`src/sv/kmc_ram.sv`:
```
// Generic simple dual-port RAM with one write port and a registered read port.
`default_nettype none
module kmc_ram #(
  parameter int WIDTH = 16,
  parameter int DEPTH = 256
) (
  input  logic                     clk_i,
  input  logic                     we_i,
  input  logic [$clog2(DEPTH)-1:0] waddr_i,
  input  logic [WIDTH-1:0]         wdata_i,
  input  logic [$clog2(DEPTH)-1:0] raddr_i,
  output logic [WIDTH-1:0]         rdata_o
);
  logic [WIDTH-1:0] mem_q [DEPTH];

  always_ff @(posedge clk_i) begin
    if (we_i) begin
      mem_q[waddr_i] <= wdata_i;
    end
    rdata_o <= mem_q[raddr_i];
  end
endmodule
`default_nettype wire

```
`config.mk`:
```
export PLATFORM = sky130hd
export DESIGN_NAME = kmc_ram
export DESIGN_NICKNAME = d
export VERILOG_FILES = /design/src/sv/kmc_ram.sv
export SDC_FILE = /design/constraint.sdc
export NUM_CORES = 2
export LEC_CHECK = 0
export BUFFER_PORTS_ARGS = -buffer_cell sky130_fd_sc_hd__buf_4
export CAP_MARGIN = 30
export CELL_PAD_IN_SITES_DETAIL_PLACEMENT = 0
export CELL_PAD_IN_SITES_GLOBAL_PLACEMENT = 1
export CORE_MARGIN = 2
export CORE_UTILIZATION = 51
export DETAILED_ROUTE_END_ITERATION = 10
export GPL_ROUTABILITY_DRIVEN = 0
export MAX_ROUTING_LAYER = met4
export PLACE_DENSITY_LB_ADDON = 0.1
export SYNTH_ARGS = -nofsm -noshare
export SYNTH_HDL_FRONTEND = slang
export SYNTH_SLANG_ARGS = --single-unit
```
`constraint.sdc`:
```
create_clock -name clk_i -period 2.3 [get_ports clk_i]
set_input_delay 0.23 -clock clk_i [delete_from_list [all_inputs] [get_ports clk_i]]
set_output_delay 0.23 -clock clk_i [all_outputs]
set_load 0.02 [all_outputs]
```
# Yosys cells after proc, flatten, opt, wreduce, memory -nomap -nowiden
# Memory sizes are Yosys's and may differ from the RTL's. A register that Yosys moved wholly into a read port is not among the register bits.
# Index checks and enable logic that the tools add are counted.
# totals
reg_bits	0
mem_bits_rw	4096
out_inout_bits	16
wordCells	3
n_memories	1
# mem_list
name	words	width	read_ports	rd_clocked_by_memory_dff	write_ports	line	text
mem_q	256	16	1	1	1	14	logic [WIDTH-1:0] mem_q [DEPTH];
# op_classes
n_mux	2
# op_table
op	count
$mux W1	2

# Logic depth before layout (Yosys ltp)
# logic_depth
ltp_word	2
mapped_depth	12
ltp_nobuf	6

# Worst setup path after synthesis
# OpenSTA, ideal clock, no wires.
# synth_path
path_type	input port to flip-flop
from	in waddr_i[3]
to	mem mem_q[235][0] (enable)
arrival_ns	2.007
slack_ns	-0.095
cell_stages	6
path_buffers	3
path_cell_list	clkbuf_1 -> nor2b_1 -> clkbuf_1 -> nand4_1 -> clkbuf_1 -> nor2_1
# synth_lines
item	line	text
from (decl)	9	input logic [$clog2(DEPTH)-1:0] waddr_i,
to (decl)	14	
# Straight into the memory's write port.

==> impl_metrics.toml <==
[final_layout]
multi_input_comb_area_um2 = 33900
final-instance-count-excl-fill = 13100
layout.nets = 8619
synthToLayoutAreaGrowth_pct = 19.2
regArea_um2 = 123000
fill_cells = 21800
post-route-util = 0.611
layout-drive-gt1-share = 0.327

[sta]
maxSlewHeadroom = 0.229
tightest_slew_ns = 1.15
max_freq_ghz = 0.408
skew_ns = 0.0397
drv_slew = 0
tns_ns = -0.456
fin_ws_ns = -0.154
finalCritPeriodShare = 1.07
hold_violations = 0
setup_viol = 7
rsz0062_at_grt = "yes"
finalWorstPathRequiredPeriod_ns = 2.45

[routing]
drtAntennaViolNets = 0
vias_per_cell = 6.27
drtIter0Drc = 10500
dr.pass1.iters = 7
vias = 81800
wire_per_inst_um = 34.1
totalWireLength_um = 445000
drc = 0

[global_route]
gr-usage-all-layers = 0.291
grt_pass1_vias = 81600
grt_pass1_wl_um = 628000
antenna_found_initial = 26
grt-ovfl-total = 0
grt_max_degree = 101

[setup_path]
worstSetupEndpointType = "register"
r2r-end = "rdata_o[14]"
reg2reg_slack_ns = -0.15
r2r-start = "mem_q[11][14]"
cp_num_cells = 7
cp_slowest_cell = "mux4_2"
crit_chain = "mux4_2 > mux2_4 > a22oi_2 > nand2_1 > o32ai_4 > buf_6 > nor4_2"
crit_family = "multiplexers"
critPathMaxStageDelay_ns = 0.49
critPathBufInv = 1
ff2ff_path_depth = 7
crit_required_ns = 3.09
cp.arrival_ns = 3.24
cp-start-kind = "register"
worst-setup-path-type = "reg2reg"
cp_max_fo = 1

[logic_synthesis]
yosysMostFrequentCell = "edfxtp_1"
synth-edff-count = 4096
synth_top_area_cell = "edfxtp_1"
synth_top_area_frac = 0.775
syn_area_per_cell_um2 = 21.6
ys_top_cells_by_area = "edfxtp_1 77%, mux4_2 11%, mux2i_1 3.6%, o221ai_1 1.4%, nor2_1 0.72%"
ys_types = 52
ys_warn_count = 0
postSynthNetCount = 7394
synth_commonest_cells = "4,096 x edfxtp_1, 797 x mux4_2, 565 x mux2i_1, 304 x nor2_1, 252 x o221ai_1"
ys_seq_elements = 4112
netlist_area_um2 = 159000
async_reset_ff_frac = 0
synth_flop_cell = "edfxtp_1"
ys_seq_area_frac = 0.777
synthCells = 7360

[power_and_ir_drop]
total_leakage_power_nw = 61.7
ir_drop_v = 0.000692
seq_power_share = 0.522
power.internal_mw = 124
p_sw_mw = 34.1
cellPowerDensity_nw_per_um2 = 838
switching_share = 0.215
pwr-share-clk = 0.417
comb_power_share = 0.060
power_mw = 158

[floorplan]
chipHeight_um = 562
die_area_um2 = 316000
dieWidth_um = 562
initial_utilization = 0.513
coreArea_um2 = 309000
num_rows = 204
pin_count = 50

[clock_tree]
cts-root-buf = "clkbuf_16"
clk_pin_slew_ns = 0.06
cts_sinks = 4112
clockBufferDepth = 4
clock_latency_ns = 0.95
cts_tree = "yes"
cts_max_level = 5
cts_buffers = 417

[hold_path]
holdCritPathClass = "in2reg"
min_to = "mem_q[163][3]"
hold_depth = 5
hp-start = "waddr_i[0]"

[run_status]
status = "complete, but fails checks"
violations = "setup timing"

[job]
cap_violations = 0

[place]
dp_cells = 12300
port_buffers = 49
hpwl_um = 283000
==> worst max-delay path by stage <==
stage                  startpoint            end  slack (ns)
global route        mem_q[11][14]    rdata_o[14]       -0.17
global placement       raddr_i[0]    rdata_o[15]       -1.46
detailed placement     raddr_i[0]    rdata_o[15]       -1.47
CTS                 mem_q[11][14]    rdata_o[14]       -0.14
floorplan              waddr_i[3]  mem_q[235][0]        -0.1
finish              mem_q[11][14]    rdata_o[14]       -0.15
==> worst reg2reg max path: cells and delay by family (launching register included) <==
| family | cells | cell delay (ns) |
|---|---|---|
| compound gates | 2 | 0.75 |
| buf+inv | 1 | 0.17 |
| flops | 1 | 0.36 |
| mux | 2 | 0.78 |
| simple gates | 2 | 0.22 |
==> state kept, by name (all words and copies together) (netlist names) <==
name,count
rdata_o,16
mem_q,4096
==> power by group through the flow <==
stage	registers [mW]	logic [mW]	clock network, mW
6_report	82.8	9.55	66.1
5_1_grt	82.7	9.98	69.8
4_1_cts	82.8	9.52	67.0
3_5_place_dp	84.4	9.24	0
3_3_place_gp	84.3	9.12	0
2_1_floorplan	84.3	4.08	0
==> per-stage QoR <==
| step | hold slack [ns] | instance area (um^2) | setup slack (ns) |
|---|---|---|---|
| after floorplan | 0.329 | 159000 | -0.0950 |
| after global placement | 0.630 | 175000 | -1.46 |
| after detailed placement | 0.637 | 175000 | -1.47 |
| after CTS | 0.00553 | 189000 | -0.142 |
| after global routing | 0.0690 | 189000 | -0.165 |
| final | 0.0634 | 189000 | -0.154 |
==> final cells by class <==
type | instances | area share
antenna | 15 | 0.000198
clock buffer | 515 | 0.0579
clock inverter | 234 | 0.0121
inverter | 4 | 0.000146
multi-input combinational | 2792 | 0.179
sequential | 4112 | 0.652
tap | 4120 | 0.0273
timing repair buffer | 1258 | 0.0710
==> layout by cell type, fill, tap and decap left out, drive strengths merged, types with 5 or more instances in the layout <==
cell type    netlist  layout
nand3             35      35
mux2              88      88
clkinv             0     176
clkinvlp           0      10
nor3              92      92
nor2             304     304
mux2i            565     565
buf              222    1235
a21oi            175     175
nand4             26      26
diode              0      15
dlygate4sd3        0      19
a2111oi            6       6
clkbuf           230     516
nor2b              9       9
a31oi              6       6
a22oi             43      43
a221oi            28      28
or2                5       5
edfxtp          4096    4096
dfxtp             16      16
o22ai            148     148
bufinv             0      37
nor4              18      18
o221ai           253     253
o21ai             38      38
mux4             797     797
inv                4      15
and3              11      11
a211oi            18      18
o32ai             21      21
o31ai             16      16
nand2             38      38
a22o              32      32
==> repair_timing <==
item                                    CTS  global route
setup endpoints to repair                16            16
pin swaps                                25            28
hold buffers                             19             0
cloned                                    3             0
buffers inserted                          5             0
endpoints found under the hold margin  2564             0
resized for setup                       136            44
==> cells by family after synthesis <==
| logic type | count (synthesis) | synth area share |
|---|---|---|
| AND/OR/NAND/NOR | 556 | 0.0157 |
| multiplexers | 1450 | 0.155 |
| buffers and inverters | 456 | 0.0169 |
| flip-flops | 4112 | 0.777 |
| AO/OA/AOI/OAI | 786 | 0.0354 |
==> per-layer routing <==
metal | GRT usage | part of all wire
met5 | - | 0
met2 | 0.452 | 0.48
met1 | 0.408 | 0.41
met3 | 0.0434 | 0.079
met4 | 0.0779 | 0.030
Note: power is estimated with default switching activity, not from simulation.
